--- config.mk ---
export PLATFORM = sky130hd
export DESIGN_NAME = alp_tap
export DESIGN_NICKNAME = d
export VERILOG_FILES = /design/src/hdl/alp_pkg.sv /design/src/hdl/alp_tap.sv
export SDC_FILE = /design/constraint.sdc
export NUM_CORES = 2
export LEC_CHECK = 0
export ABC_AREA = 0
export BUFFER_PORTS_ARGS = -buffer_cell sky130_fd_sc_hd__buf_4
export CAP_MARGIN = 25
export CORE_MARGIN = 8
export CORE_UTILIZATION = 62
export DETAILED_ROUTE_END_ITERATION = 8
export GPL_TIMING_DRIVEN = 0
export PLACE_DENSITY = 0.77
export REMOVE_ABC_BUFFERS = 1
export SKIP_CTS_REPAIR_TIMING = 1
export SKIP_LAST_GASP = 1
export SLEW_MARGIN = 0
export SYNTH_ARGS = -nofsm -noshare
export SYNTH_HDL_FRONTEND = slang
export SYNTH_SLANG_ARGS = --single-unit
--- constraint.sdc ---
create_clock -name clk -period 15.8 [get_ports clk]
set_clock_uncertainty 0.2 [all_clocks]
set_input_delay 3.16 -clock clk [delete_from_list [all_inputs] [get_ports clk]]
set_output_delay 3.16 -clock clk [all_outputs]
set_load 0.1 [all_outputs]
--- src/hdl/alp_pkg.sv ---
`default_nettype none
package alp_pkg;

  localparam int MaxOrderDef = 32;

  // config register indexes
  localparam logic [1:0] REG_ORDER = 2'd0;
  localparam logic [1:0] REG_QSHIFT = 2'd1;
  localparam logic [1:0] REG_SBITS = 2'd2;

  // input item modes
  localparam logic MODE_LOAD = 1'b0;
  localparam logic MODE_SAMPLE = 1'b1;

  typedef struct packed {
    logic               mode;
    logic [4:0]         coef_index;
    logic signed [31:0] coef_value;
    logic signed [31:0] residual;
    logic               frame_start;
  } alp_in_t;

  typedef struct packed {
    logic signed [31:0] sample;
    logic               warmup;
  } alp_out_t;

  // control from sequencer to tap pipeline
  typedef struct packed {
    logic       init;
    logic       p_valid;
    logic [4:0] j;
    logic [3:0] q;
  } alp_tap_ctl_t;

endpackage
`default_nettype wire

--- src/hdl/alp_tap.sv ---
`default_nettype none
module alp_tap import alp_pkg::*; (
  input  wire logic               clk,
  input  wire logic               rst_n,
  input  wire alp_tap_ctl_t       ctl,
  input  wire logic [31:0]        res,
  input  wire logic [31:0]        d,
  input  wire logic [31:0]        hist_rd,
  input  wire logic [31:0]        coef_rd,
  output logic                    coef_we,
  output logic [31:0]             coef_wdata,
  output logic [31:0]             val,
  output logic                    busy
);

  logic [31:0] err_r, err_nxt;
  logic [31:0] t_r, c_r, prod_r, val_r;
  logic        mv_r, av_r;
  logic [31:0] t, x, xs, sh, wt;
  logic        err_ok, adapt, dec;

  // sign-sign adaptation of one tap
  always_comb begin
    t = hist_rd - d;
    x = 32'd0 - t;
    err_ok = (err_r != 32'd0) && (err_r[31] == res[31]);
    adapt = (res != 32'd0) && (t != 32'd0) && err_ok;
    dec = (x[31] == res[31]);
    xs = dec ? x : t;
    sh = 32'($signed(xs) >>> ctl.q);
    wt = sh * 32'({1'b0, ctl.j} + 6'd1);
    err_nxt = err_r - wt;
    coef_we = ctl.p_valid && adapt;
    coef_wdata = dec ? coef_rd - 32'd1 : coef_rd + 32'd1;
  end

  // tap stage, multiply stage, accumulate stage
  always_ff @(posedge clk) begin
    if (!rst_n) begin
      mv_r <= 1'b0;
      av_r <= 1'b0;
    end else begin
      mv_r <= ctl.p_valid;
      av_r <= mv_r;
    end
    if (ctl.init) begin
      err_r <= res;
      val_r <= 32'd0;
    end else begin
      if (ctl.p_valid && adapt) begin
        err_r <= err_nxt;
      end
      if (av_r) begin
        val_r <= val_r + prod_r;
      end
    end
    t_r <= t;
    c_r <= coef_rd;
    prod_r <= t_r * c_r;
  end

  assign val = val_r;
  assign busy = mv_r || av_r;

endmodule
`default_nettype wire

==> impl_metrics.sql <==
INSERT INTO impl_metrics (metric_group, metric, value, unit) VALUES
('floorplanning', 'die-height', '251', 'um'),
('clock_network', 'clock_latency', '480', 'ps'),
('global_routing', 'grt_overflow', '0', ''),
('global_routing', 'global_route.usage.total', '28.9', '%'),
('setup_path', 'worstSetupPathType', 'in2out', ''),
('setup_path', 'ff2ff_setup_slack', '6940', 'ps'),
('final_layout', 'final_nets', '5094', ''),
('setup_path', 'crit_path_max_incr_delay', '680', 'ps'),
('placement', 'place.port_buffers', '206', ''),
('timing', 'setup_violations', '0', ''),
('setup_path', 'r2r-end', 'prod_r[28]', ''),
('placement', 'place.gp.congestion', '0.954', ''),
('final_layout', 'layout-drive-gt1-share', '8.92', '%'),
('synthesis', 'synth_cells', '4054', ''),
('drt', 'antenna_left', '0', ''),
('timing', 'post-route-worst-setup-slack', '642', 'ps'),
('drt', 'residual_drc', '0', ''),
('drt', 'routed_wl', '89800', 'um'),
('placement', 'placedCellCount', '4824', ''),
('timing', 'timing.final.max_slew_violations', '0', ''),
('clock_network', 'cts.clk_slew.worst_paths', '80', 'ps'),
('synthesis', 'synthDominantCellAreaShare', '32.0', '%'),
('final_layout', 'area.growth.synth_to_final', '9.29', '%'),
('setup_path', 'timing.critical_path.from', 'hist_rd[0]', ''),
('setup_path', 'worstSetupStartpointType', 'input pin', ''),
('floorplanning', 'design.die.area', '0.0630', 'mm^2'),
('synthesis', 'seq_area_frac_synth', '10.4', '%'),
('synthesis', 'synth_area_per_cell', '8.45', 'um^2'),
('final_layout', 'post_layout_nonfiller_instances', '4865', ''),
('final_layout', 'insertedDiodeCount', '0', ''),
('placement', 'hpwlAfterDp', '73400', 'um'),
('drt', 'wl_per_cell', '18.4', 'um'),
('timing', 'tightest_slew', '1080', 'ps'),
('drt', 'vias', '28200', ''),
('worst_hold_path', 'hold_path.startpoint', 'mv_r', ''),
('floorplanning', 'initial_core_util', '62.4', '%'),
('synthesis', 'synth_area_leaders', 'fa_1, ha_1, inv_1, dfxtp_1, nand2_1', ''),
('worst_hold_path', 'worstHoldEndpoint', 'av_r', ''),
('global_routing', 'grt_pass1_vias', '29100', ''),
('run_status', 'status', 'completed', ''),
('timing', 'maxClockFrequency', '66.0', 'MHz'),
('floorplanning', 'number_of_rows_created_at_floorplan', '86', ''),
('synthesis', 'async_flop_share', '0', '%'),
('drt', 'drt_first_pass_iters', '7', ''),
('clock_network', 'max-clock-path-buffers', '2', ''),
('synthesis', 'ys_types', '95', ''),
('floorplanning', 'io-pin-count', '207', ''),
('synthesis', 'yosysWarnings', '0', ''),
('synthesis', 'edff_count_synth', '32', ''),
('setup_path', 'worstPathMaxFanout', '31', ''),
('job', 'max_cap_viol', '0', ''),
('synthesis', 'synth.cell_area', '0.0342', 'mm^2'),
('setup_path', 'rr_startpoint', 't_r[4]', ''),
('setup_path', 'crit_path_dat', '11800', 'ps'),
('timing', 'timing.max_slew.rel_slack', '28.1', '%'),
('timing', 'count_of_endpoints_failing_hold_in_the_final_timing_report', '0', ''),
('synthesis', 'number_of_synthesized_register_bits', '162', ''),
('setup_path', 'end_kind', 'output pin', ''),
('drt', 'post_drt_via_cell_ratio', '5.79', ''),
('floorplanning', 'floorplan.core_area', '0.0549', 'mm^2'),
('timing', 'final_period_utilization', '95.9', '%'),
('setup_path', 'timing.critical_path.slowest_stage_cell', 'or4b_2', ''),
('clock_network', 'cts_htree_levels', '4', ''),
('global_routing', 'initial_antenna_violation_count', '0', ''),
('clock_network', 'tritoncts.num_buffers', '17', ''),
('setup_path', 'critical_path_required', '12440', 'ps'),
('worst_hold_path', 'timing.hold.worst_path_depth', '1', ''),
('global_routing', 'grt_start_max_net_pins', '92', ''),
('placement', 'detailedPlace.worstSlack', '-535', 'ps'),
('setup_path', 'ff2ff_path_depth', '24', ''),
('clock_network', 'clock_tree_from_tritoncts', 'yes', ''),
('worst_hold_path', 'hold_class', 'reg2reg', ''),
('clock_network', 'cts_sinks', '162', ''),
('synthesis', 'synth_top_cell_by_area', 'fa_1', ''),
('global_routing', 'grt_first_pass_wirelength', '148000', 'um'),
('floorplanning', 'die_width', '251', 'um'),
('timing', 'finalSetupTns', '0', 'ps'),
('clock_network', 'cts_root_cell', 'clkbuf_16', ''),
('timing', 'final.min_clock_period', '15160', 'ps'),
('drt', 'first_iter_violations', '2123', ''),
('synthesis', 'postSynth.topFlopCell', 'dfxtp_1', '');
==> logic make-up (layout without fill, tap and decap cells) <==
| kind of cell | after synthesis | count (layout) | share of synthesized area, % |
|---|---|---|---|
| AOI/OAI and AO/OA | 518 | 518 | 10.2 |
| xor gates and xnor gates | 213 | 213 | 5.47 |
| adders and majority gates | 805 | 805 | 41.4 |
| buffers and inverters | 976 | 1083 | 10.8 |
| DFF | 162 | 162 | 10.4 |
| muxes | 106 | 106 | 4.23 |
| and+or+nand+nor | 1274 | 1274 | 17.6 |
==> layer usage <==
metal  vias to the layer above  GRT usage [%]  part of all wire, %
met2                      1034           48.2                   48
met5                         -              0                    0
met4                         0           9.44                  3.2
met3                       171           4.78                  7.1
met1                     14000           38.4                   41
li1                      13000              -                    -
==> placed cells by master (no fill, tap or decap), types with 7 or more instances in the layout <==
| cell | instances |
|---|---|
| buf_16 | 21 |
| o31ai_1 | 12 |
| mux2i_1 | 51 |
| edfxtp_1 | 32 |
| dfxtp_1 | 129 |
| fa_1 | 547 |
| xor2_1 | 50 |
| nand3_1 | 49 |
| o21bai_1 | 17 |
| o211a_1 | 7 |
| or4_1 | 9 |
| a21o_1 | 39 |
| and3_1 | 18 |
| a21boi_0 | 9 |
| o21ai_0 | 96 |
| xnor2_1 | 158 |
| inv_1 | 811 |
| a31oi_1 | 18 |
| nor3_1 | 42 |
| a211o_1 | 13 |
| o21a_1 | 32 |
| ha_1 | 258 |
| o21ai_1 | 14 |
| nor4_1 | 19 |
| a21oi_1 | 122 |
| nor2b_1 | 40 |
| nand4_1 | 16 |
| o211ai_1 | 23 |
| and2_1 | 192 |
| or3_1 | 28 |
| or2_2 | 16 |
| nor2_1 | 169 |
| nand2_1 | 604 |
| mux4_2 | 28 |
| a211oi_1 | 30 |
| o2111ai_1 | 8 |
| mux2_2 | 26 |
| nand2b_1 | 40 |
| buf_4 | 208 |
| clkbuf_16 | 17 |
==> worst max path at each step <==
stage / end / slack, ps / cells after the start
floorplan: coef_wdata[30] / 1030 / 33
global placement: err_r[31] / -280 / 42
detailed placement: err_r[31] / -530 / 41
CTS: coef_wdata[31] / -330 / 34
global route: coef_wdata[31] / -0.2 / 35
finish: coef_wdata[31] / 640 / 35
==> synthesized netlist by cell type, drive strengths merged (19+ instances only) <==
cell / count
a211oi: 31
o21ai: 111
nor2: 169
ha: 258
a21oi: 125
clkbuf: 144
nand2b: 40
dfxtp: 130
and2: 194
a21o: 39
xor2: 51
nand2: 604
edfxtp: 32
and3: 19
nor2b: 40
inv: 814
xnor2: 162
or2: 19
o21a: 33
mux4: 28
or3: 28
mux2: 27
o211ai: 23
nor3: 43
mux2i: 51
fa: 547
nor4: 20
nand3: 50
==> final cells by class <==
class                      count  area, um^2
clock inverter                15         208
tap                          704         881
multi-input combinational   2916       27100
fill                        4479       17400
sequential                   162        3560
clock buffer                  17         425
inverter                     816        3070
timing repair buffer         235        2230
==> flip-flops by register name (all words and copies together) (netlist names) <==
register	count
val	32
c_r	32
t_r	32
mv_r	1
prod_r	32
err_r	32
av_r	1
==> through the flow <==
| step | area [um^2] | utilization, % | hold slack (ps) |
|---|---|---|---|
| 2_1_floorplan | 33600 | - | 221 |
| 3_3_place_gp | 36100 | 65.7 | 225 |
| 3_5_place_dp | 36600 | 66.6 | 252 |
| 4_1_cts | 37200 | 67.8 | 271 |
| 5_1_grt | 37400 | 68.2 | 287 |
| 6_report | 37400 | 68.2 | 273 |
==> critical path, delay by kind of cell <==
kind,cells,cell delay (ps)
AO/OA/AOI/OAI,20,4980
AND/OR/NAND/NOR,4,1270
buffers and inverters,6,1140
adder cells (fa/ha/maj),3,870
XOR/XNOR,2,370
Power is not shown: default switching activity piles up to over one toggle a cycle in this logic, so the estimate is an artifact.
