File: config.mk
export PLATFORM = sky130hd
export DESIGN_NAME = alp_ram
export DESIGN_NICKNAME = d
export VERILOG_FILES = /design/src/hdl/alp_ram.sv
export SDC_FILE = /design/constraint.sdc
export NUM_CORES = 1
export LEC_CHECK = 0
export BUFFER_PORTS_ARGS = -buffer_cell sky130_fd_sc_hd__buf_4
export CAP_MARGIN = 0
export CELL_PAD_IN_SITES_DETAIL_PLACEMENT = 0
export CELL_PAD_IN_SITES_GLOBAL_PLACEMENT = 1
export CORE_MARGIN = 4
export CORE_UTILIZATION = 54
export DETAILED_ROUTE_END_ITERATION = 7
export GPL_TIMING_DRIVEN = 1
export MAX_ROUTING_LAYER = met4
export PLACE_DENSITY = 0.87
export REMOVE_ABC_BUFFERS = 1
export SETUP_SLACK_MARGIN = 0.15
export SLEW_MARGIN = 20
export SYNTH_ARGS = -nofsm -noshare
export SYNTH_HDL_FRONTEND = slang
export SYNTH_SLANG_ARGS = --single-unit
File: constraint.sdc
create_clock -name clk -period 3.82 [get_ports clk]
set_input_delay 0.573 -clock clk [delete_from_list [all_inputs] [get_ports clk]]
set_output_delay 0.573 -clock clk [all_outputs]
set_load 0.02 [all_outputs]
File: src/hdl/alp_ram.sv
`default_nettype none
module alp_ram #(
  parameter int Width = 32,
  parameter int Aw = 5
) (
  input  wire logic             clk,
  input  wire logic             we,
  input  wire logic [Aw-1:0]    waddr,
  input  wire logic [Width-1:0] wdata,
  input  wire logic [Aw-1:0]    raddr,
  output logic      [Width-1:0] rdata
);

  logic [Width-1:0] mem [2**Aw];

  // one write port, one registered read port
  always_ff @(posedge clk) begin
    if (we) begin
      mem[waddr] <= wdata;
    end
    rdata <= mem[raddr];
  end

endmodule
`default_nettype wire

==> results of run 1 <==
cells in the final DEF, fill, tap and decap left out, drive strengths merged:
cell,netlist,final
a22o,64,64
mux2i,512,512
a21oi,96,96
dfxtp,32,32
nand2b,2,2
nor2,34,34
inv,0,2
nand3b,5,5
bufinv,0,6
nand2,98,98
or3,1,1
nor3,32,32
clkinv,0,45
or3b,3,3
buf,79,154
clkinvlp,0,2
a31oi,32,32
or2,1,1
diode,0,1
and2,1,1
nor2b,1,1
a22oi,96,96
clkbuf,48,129
and2b,1,1
edfxtp,1024,1024
nand3,98,98
routing by layer:
layer  GRT usage (%)  share of wire [%]
met4            6.55                2.2
met5               -                  0
met1            34.4                 40
met2            39.0                 48
met3            4.05                9.3
area by class of cell:
class	instances	area, sq um	area share [%]
antenna	1	2.50	0.00546
clock buffer	129	2730	5.96
clock inverter	55	455	0.994
multi-input combinational	1077	8610	18.8
sequential	1056	31400	68.5
tap	969	1210	2.65
timing repair buffer	154	1430	3.11
path summary, 6_finish.rpt:
| check | cells after the start | from | to |
|---|---|---|---|
| max | 7 | raddr[0] | rdata[30]$_DFF_P_ |
| min | 1 | wdata[12] | mem[30][12]$_DFFE_PP_ |
| max reg2reg | 5 | mem[5][15]$_DFFE_PP_ | rdata[15]$_DFF_P_ |
| min reg2reg | 4 | mem[26][31]$_DFFE_PP_ | rdata[31]$_DFF_P_ |
sequential cells by signal, summed over array words and instances, names as in the netlist:
| name | cells |
|---|---|
| mem | 1024 |
| rdata | 32 |
cells by family (layout without fill, tap and decap cells):
kind of cell	count (synthesis)	in the layout
simple gates	277	277
compound gates	288	288
buf+inv	127	338
other cells	0	1
flops	1056	1056
mux	512	512
metrics by stage:
step	worst slack [ns]	setup TNS [ns]	hold WS [ns]	instance area, sq um	std cells
6_report	1.68	0	0.323	45800	3441
5_1_grt	1.64	0	0.325	45800	3441
4_1_cts	1.73	0	0.296	45800	3440
3_5_place_dp	1.03	0	0.590	42600	3256
3_3_place_gp	1.06	0	0.579	42600	3256
2_1_floorplan	-1.73	-55.36	0.554	39700	2133
report_power, final:
part / leakage (nW) / internal (mW) / switching [mW] / total (mW)
sequential: 9.49 / 12.9 / 0.0716 / 13.0
clock: 1.58 / 5.45 / 4.13 / 9.58
combinational: 4.93 / 0.437 / 0.853 / 1.29
total: 16.0 / 18.8 / 5.05 / 23.8
==> results.py, run 1 <==
metrics = {
    "setup_path": {
        "critPathArrivalTime_ns": 2.67,
        "crit_slowest_cell": "buf_8",
        "required_ns": 4.35,
        "cp_cell_sequence": "buf_8 > buf_12 > buf_4 > mux2i_1 > a22oi_1 > a31oi_1 > nand3_1",
        "end_kind": "flip-flop",
        "critPathLaunchType": "input port",
        "r2r_setup_slack_ns": 2.30,
        "path_buf_inv": 3,
        "cp_max_fo": 49,
        "worst-setup-path-type": "in2reg",
        "max_stage_delay_ns": 0.44,
        "cpLargestDelayFamily": "buffers and inverters",
    },
    "global_routing": {
        "grt_pass1_wl_mm": 141,
        "grt_usage_pct": 24.8,
        "grt_pass1_vias": 21600,
        "grt_overflow_total": 0,
        "grt_max_degree": 76,
        "antenna_found_initial": 1,
    },
    "layout": {
        "nFillCells": 5163,
        "finalNetCount": 2432,
        "post-route-util_pct": 61.7,
        "drive_above_1_share_pct": 14.1,
        "synthToLayoutAreaGrowth_pct": 13.2,
    },
    "clock_tree": {
        "h-tree-depth": 3,
        "cts_resized": 0,
        "cts_buffers": 99,
        "cts_max_path_buffers": 3,
        "ctsHoldBuffers": 0,
        "cts_setup_buffers": 0,
        "clock-sinks": 1056,
        "path_clk_slew_ns": 0.06,
        "cts_tree": "yes",
        "root_buffer": "clkbuf_16",
        "clkLatencyLatePin_ns": 0.66,
    },
    "placement": {
        "hpwl_mm": 52.0,
        "globalplace.congestion": 0.830,
        "port-buffer-count": 75,
    },
    "yosys": {
        "yosysMostFrequentCell": "edfxtp_1",
        "synth-xor-area-share_pct": 0,
        "yosys.cell_types.count": 25,
        "synth_flop_cell": "edfxtp_1",
        "synth_simple_gate_area_share_pct": 3.10,
        "synth_commonest_cells": "edfxtp_1 (1024), mux2i_1 (512), nand2_1 (98), nand3_1 (98)",
        "synth_top_family_by_area": "multiplexers",
        "synthDominantCellAreaShare_pct": 76.0,
        "synth_compound_area_share_pct": 4.85,
        "synth_fa_ha_area_share_pct": 0,
        "ys_seq_elements": 1056,
        "synthArstFlopShare_pct": 0,
        "syn-cell-area_sq_mm": 0.0405,
        "yosysTopAreaCell": "edfxtp_1",
        "syn_avg_cell_area_sq_um": 17.9,
        "postSynthCellCount": 2260,
        "yosys_warnings": 0,
        "ys_seq_area_share_pct": 77.5,
        "synth_area_leaders": "edfxtp_1 (76%), mux2i_1 (13%), a22oi_1 (1.8%), dfxtp_1 (1.6%), a22o_1 (1.4%)",
        "muxShareOfSynthArea_pct": 12.7,
        "synth_edf_count": 1024,
    },
    "sta": {
        "fin_skew_ns": 0.0176,
        "post-route-period-util_pct": 55.9,
        "setup_viol": 0,
        "period_minus_slack_ns": 2.14,
        "maxSlewHeadroom_pct": 30.3,
        "worst_pin_slew_ns": 1.05,
        "hold_viol": 0,
        "slew_viol_final": 0,
        "clock.fmax_mhz": 468,
        "rsz0062_at_grt": "no",
    },
    "route": {
        "drt-total-wl_mm": 95.7,
        "drt_pass1_iterations": 6,
        "wl_per_cell_um": 27.8,
        "final_antenna_net_count": 0,
        "viasPerCell": 6.27,
        "vias": 21600,
        "initialDrtViolationCount": 2814,
        "drc": 0,
    },
    "floorplanning": {
        "std_cell_rows": 100,
        "die_x_um": 282,
        "dieArea_sq_mm": 0.0794,
        "core_sq_mm": 0.0743,
        "start_util_pct": 54.5,
        "die_height_um": 282,
        "ios": 76,
    },
    "flow_run": {
        "max_cap_violations": 0,
    },
    "power": {
        "irDropWorstVdd_uv": 342,
        "p_per_area_mw_per_mm2": 520,
        "power.total_mw": 23.8,
        "power_leakage_nw": 16.0,
    },
    "run_status": {
        "status": "finished, final reports clean",
    },
    "hold_path": {
        "hold_path.class": "in2reg",
    },
}
Power figures use the tool's default switching activity.
==> run 2, diff against run 1 <==
ABC_AREA = 1   (was unset)
CORE_UTILIZATION = 51   (was 54)
clock period = 2.2 ns   (was 3.82 ns; I/O delays follow)
==> run 2 against run 1 <==
  * Via count increased by 26%
  * Non-clock buffer count up 37
  * Sequential share of layout area decreased by 3.4 points
  * Sequential power is 72% higher
  * Area after synthesis up 4.7%
  * Highest routed layer unchanged
  * Setup slack worse by 1.1 ns
==> results.py, run 2 <==
metrics = {
    "yosys": {
        "yosys.cell_types.count": 14,
        "yosysMostFrequentCell": "nand2_1",
        "synth_edf_count": 1024,
        "postSynthCellCount": 3536,
        "syn-cell-area_sq_mm": 0.0424,
        "ys_seq_elements": 1056,
        "yosysTopAreaCell": "edfxtp_1",
        "synth_area_leaders": "edfxtp_1 (73%), nand2_1 (13%), nand3_1 (9.2%), buf_6 (1.8%), dfxtp_1 (1.5%)",
        "synth_flop_cell": "edfxtp_1",
        "yosys_warnings": 0,
        "synthDominantCellAreaShare_pct": 72.5,
        "synth_commonest_cells": "nand2_1 (1440), edfxtp_1 (1024), nand3_1 (780)",
        "synthArstFlopShare_pct": 0,
        "syn_avg_cell_area_sq_um": 12.0,
        "ys_seq_area_share_pct": 74.0,
    },
    "layout": {
        "layout_common_cells": "nand2_1 (1440), edfxtp_1 (1024), nand3_1 (780)",
        "nFillCells": 6265,
        "final_common_cell": "nand2_1",
        "fin_area_sq_mm": 0.0482,
        "largest_register_ffs": 1024,
        "final_cell_count_no_fill": 4777,
        "finalNetCount": 3659,
        "largest_register": "mem",
        "synthToLayoutAreaGrowth_pct": 13.7,
        "reg_top3": "mem x1024, rdata x32",
        "drive_above_1_share_pct": 10.6,
    },
    "route": {
        "initialDrtViolationCount": 3048,
        "wl_per_cell_um": 22.7,
        "drt-total-wl_mm": 109,
        "drc": 0,
        "final_antenna_net_count": 0,
        "drt_pass1_iterations": 5,
        "vias": 27300,
        "viasPerCell": 5.71,
    },
    "floorplanning": {
        "core_sq_mm": 0.0822,
        "die_height_um": 296,
        "ios": 76,
        "dieArea_sq_mm": 0.0878,
        "std_cell_rows": 105,
        "die_x_um": 296,
        "start_util_pct": 51.6,
    },
    "sta": {
        "maxSlewHeadroom_pct": 61.1,
        "period_minus_slack_ns": 1.61,
        "setup_viol": 0,
        "fin_skew_ns": 0.0300,
        "slew_viol_final": 0,
        "worst_pin_slew_ns": 0.583,
        "hold_viol": 0,
        "clock.fmax_mhz": 621,
        "holdWs_ns": 0.0595,
        "post-route-period-util_pct": 73.2,
        "rsz0062_at_grt": "no",
        "fin_ws_ns": 0.589,
    },
    "setup_path": {
        "timing.rr.end": "rdata[14]$_DFF_P_",
        "cp_cell_sequence": "buf_4",
        "crit_slowest_cell": "dfxtp_1",
        "critPathArrivalTime_ns": 1.28,
        "max_stage_delay_ns": 0.43,
        "r2r_start": "mem[19][14]$_DFFE_PP_",
        "reg2reg_depth": 8,
        "r2r_setup_slack_ns": 1.03,
        "worst-setup-path-type": "reg2out",
        "end_kind": "output pin",
        "cp_max_fo": 1,
        "critPathLaunchType": "flip-flop",
        "required_ns": 1.87,
        "path_buf_inv": 1,
        "cpLargestDelayFamily": "flip-flops",
    },
    "power": {
        "power.total_mw": 43.0,
        "irDropWorstVdd_uv": 623,
        "power_leakage_nw": 17.7,
        "p_per_area_mw_per_mm2": 892,
    },
    "clock_tree": {
        "cts_tree": "yes",
        "ctsHoldBuffers": 0,
        "h-tree-depth": 3,
        "path_clk_slew_ns": 0.06,
        "cts_setup_buffers": 0,
        "root_buffer": "clkbuf_16",
        "cts_buffers": 104,
        "clock-sinks": 1056,
        "cts_max_path_buffers": 3,
        "cts_resized": 0,
        "clkLatencyLatePin_ns": 0.67,
    },
    "hold_path": {
        "min_path_cells": 1,
        "hold_path.class": "in2reg",
        "hold_path.startpoint": "wdata[1]",
        "hold_path_end": "mem[25][1]$_DFFE_PP_",
    },
    "global_routing": {
        "grt_pass1_wl_mm": 162,
        "antenna_found_initial": 2,
        "grt_max_degree": 111,
        "top_usage_layer": "met2",
        "grt_overflow_total": 0,
        "met2_usage_pct": 40.6,
        "grtUsageMet1_pct": 34.4,
        "grt_pass1_vias": 26200,
        "use_met3_pct": 3.89,
        "grt_usage_pct": 25.5,
    },
    "placement": {
        "port-buffer-count": 75,
        "hpwl_mm": 53.2,
        "dp_cells": 4579,
        "post_dp_cell_area_sq_mm": 0.0447,
        "place_ws_ns": 0.317,
        "globalplace.congestion": 0.774,
    },
    "flow_run": {
        "max_cap_violations": 0,
    },
    "run_status": {
        "status": "finished, final reports clean",
    },
}
## run 2: cell count changes after synthesis, moves of 22 or more
cell,previous run,this run
mux2i_1,512,0
buf_6,15,66
clkbuf_1,46,24
a31oi_1,32,0
a22o_1,64,0
a21oi_1,96,0
nor3_1,32,0
buf_2,26,83
a22oi_1,96,0
nand2_1,98,1440
nand3_1,98,780
## run 2: logic make-up (layout without fill, tap and decap cells)
kind of cell	Yosys count	count (layout)	share of synthesized area, %
buf+inv	228	397	3.74
flops	1056	1056	74.0
other cells	0	2	0
simple gates	2252	2252	22.2
## run 2: where the power goes
part	switching (mW)	total [mW]	internal (mW)	leakage (nW)
Combinational	1.88	2.69	0.805	6.51
Sequential	0.0956	22.4	22.4	9.49
Clock	7.48	17.9	10.4	1.72
## run 2: cell type report
| class | instances | area [sq um] | area share (%) |
|---|---|---|---|
| inverters | 10 | 67.6 | 0.140 |
| well taps | 1070 | 1340 | 2.78 |
| clock inverters | 59 | 606 | 1.26 |
| repair buffers | 191 | 2280 | 4.72 |
| clock buffers | 137 | 2870 | 5.95 |
| diodes | 2 | 5.00 | 0.0104 |
| multi-input cells | 2252 | 9670 | 20.1 |
| flip-flops and latches | 1056 | 31400 | 65.1 |
## run 2: worst max path at each step
stage | startpoint | endpoint | slack (ns) | depth (start not counted)
after floorplan | raddr[1] | rdata[20]$_DFF_P_ | -0.80 | 8
after global placement | raddr[1] | rdata[28]$_DFF_P_ | 0.35 | 11
after detailed placement | raddr[0] | rdata[0]$_DFF_P_ | 0.32 | 12
after CTS | rdata[29]$_DFF_P_ | rdata[29] | 0.55 | 1
after global routing | rdata[18]$_DFF_P_ | rdata[18] | 0.56 | 1
final | rdata[18]$_DFF_P_ | rdata[18] | 0.59 | 1
## run 2: layer usage
metal,vias to the layer above,share of wire [%]
li1,12500,-
met2,1347,48
met3,217,9.5
met5,-,0
met4,0,2.8
met1,13200,40
## run 2: through the flow
step                TNS (ns)  util, %
floorplan            -218.76        -
global placement           0     54.4
detailed placement         0     54.4
CTS                        0     58.6
global route               0     58.6
finish                     0     58.6
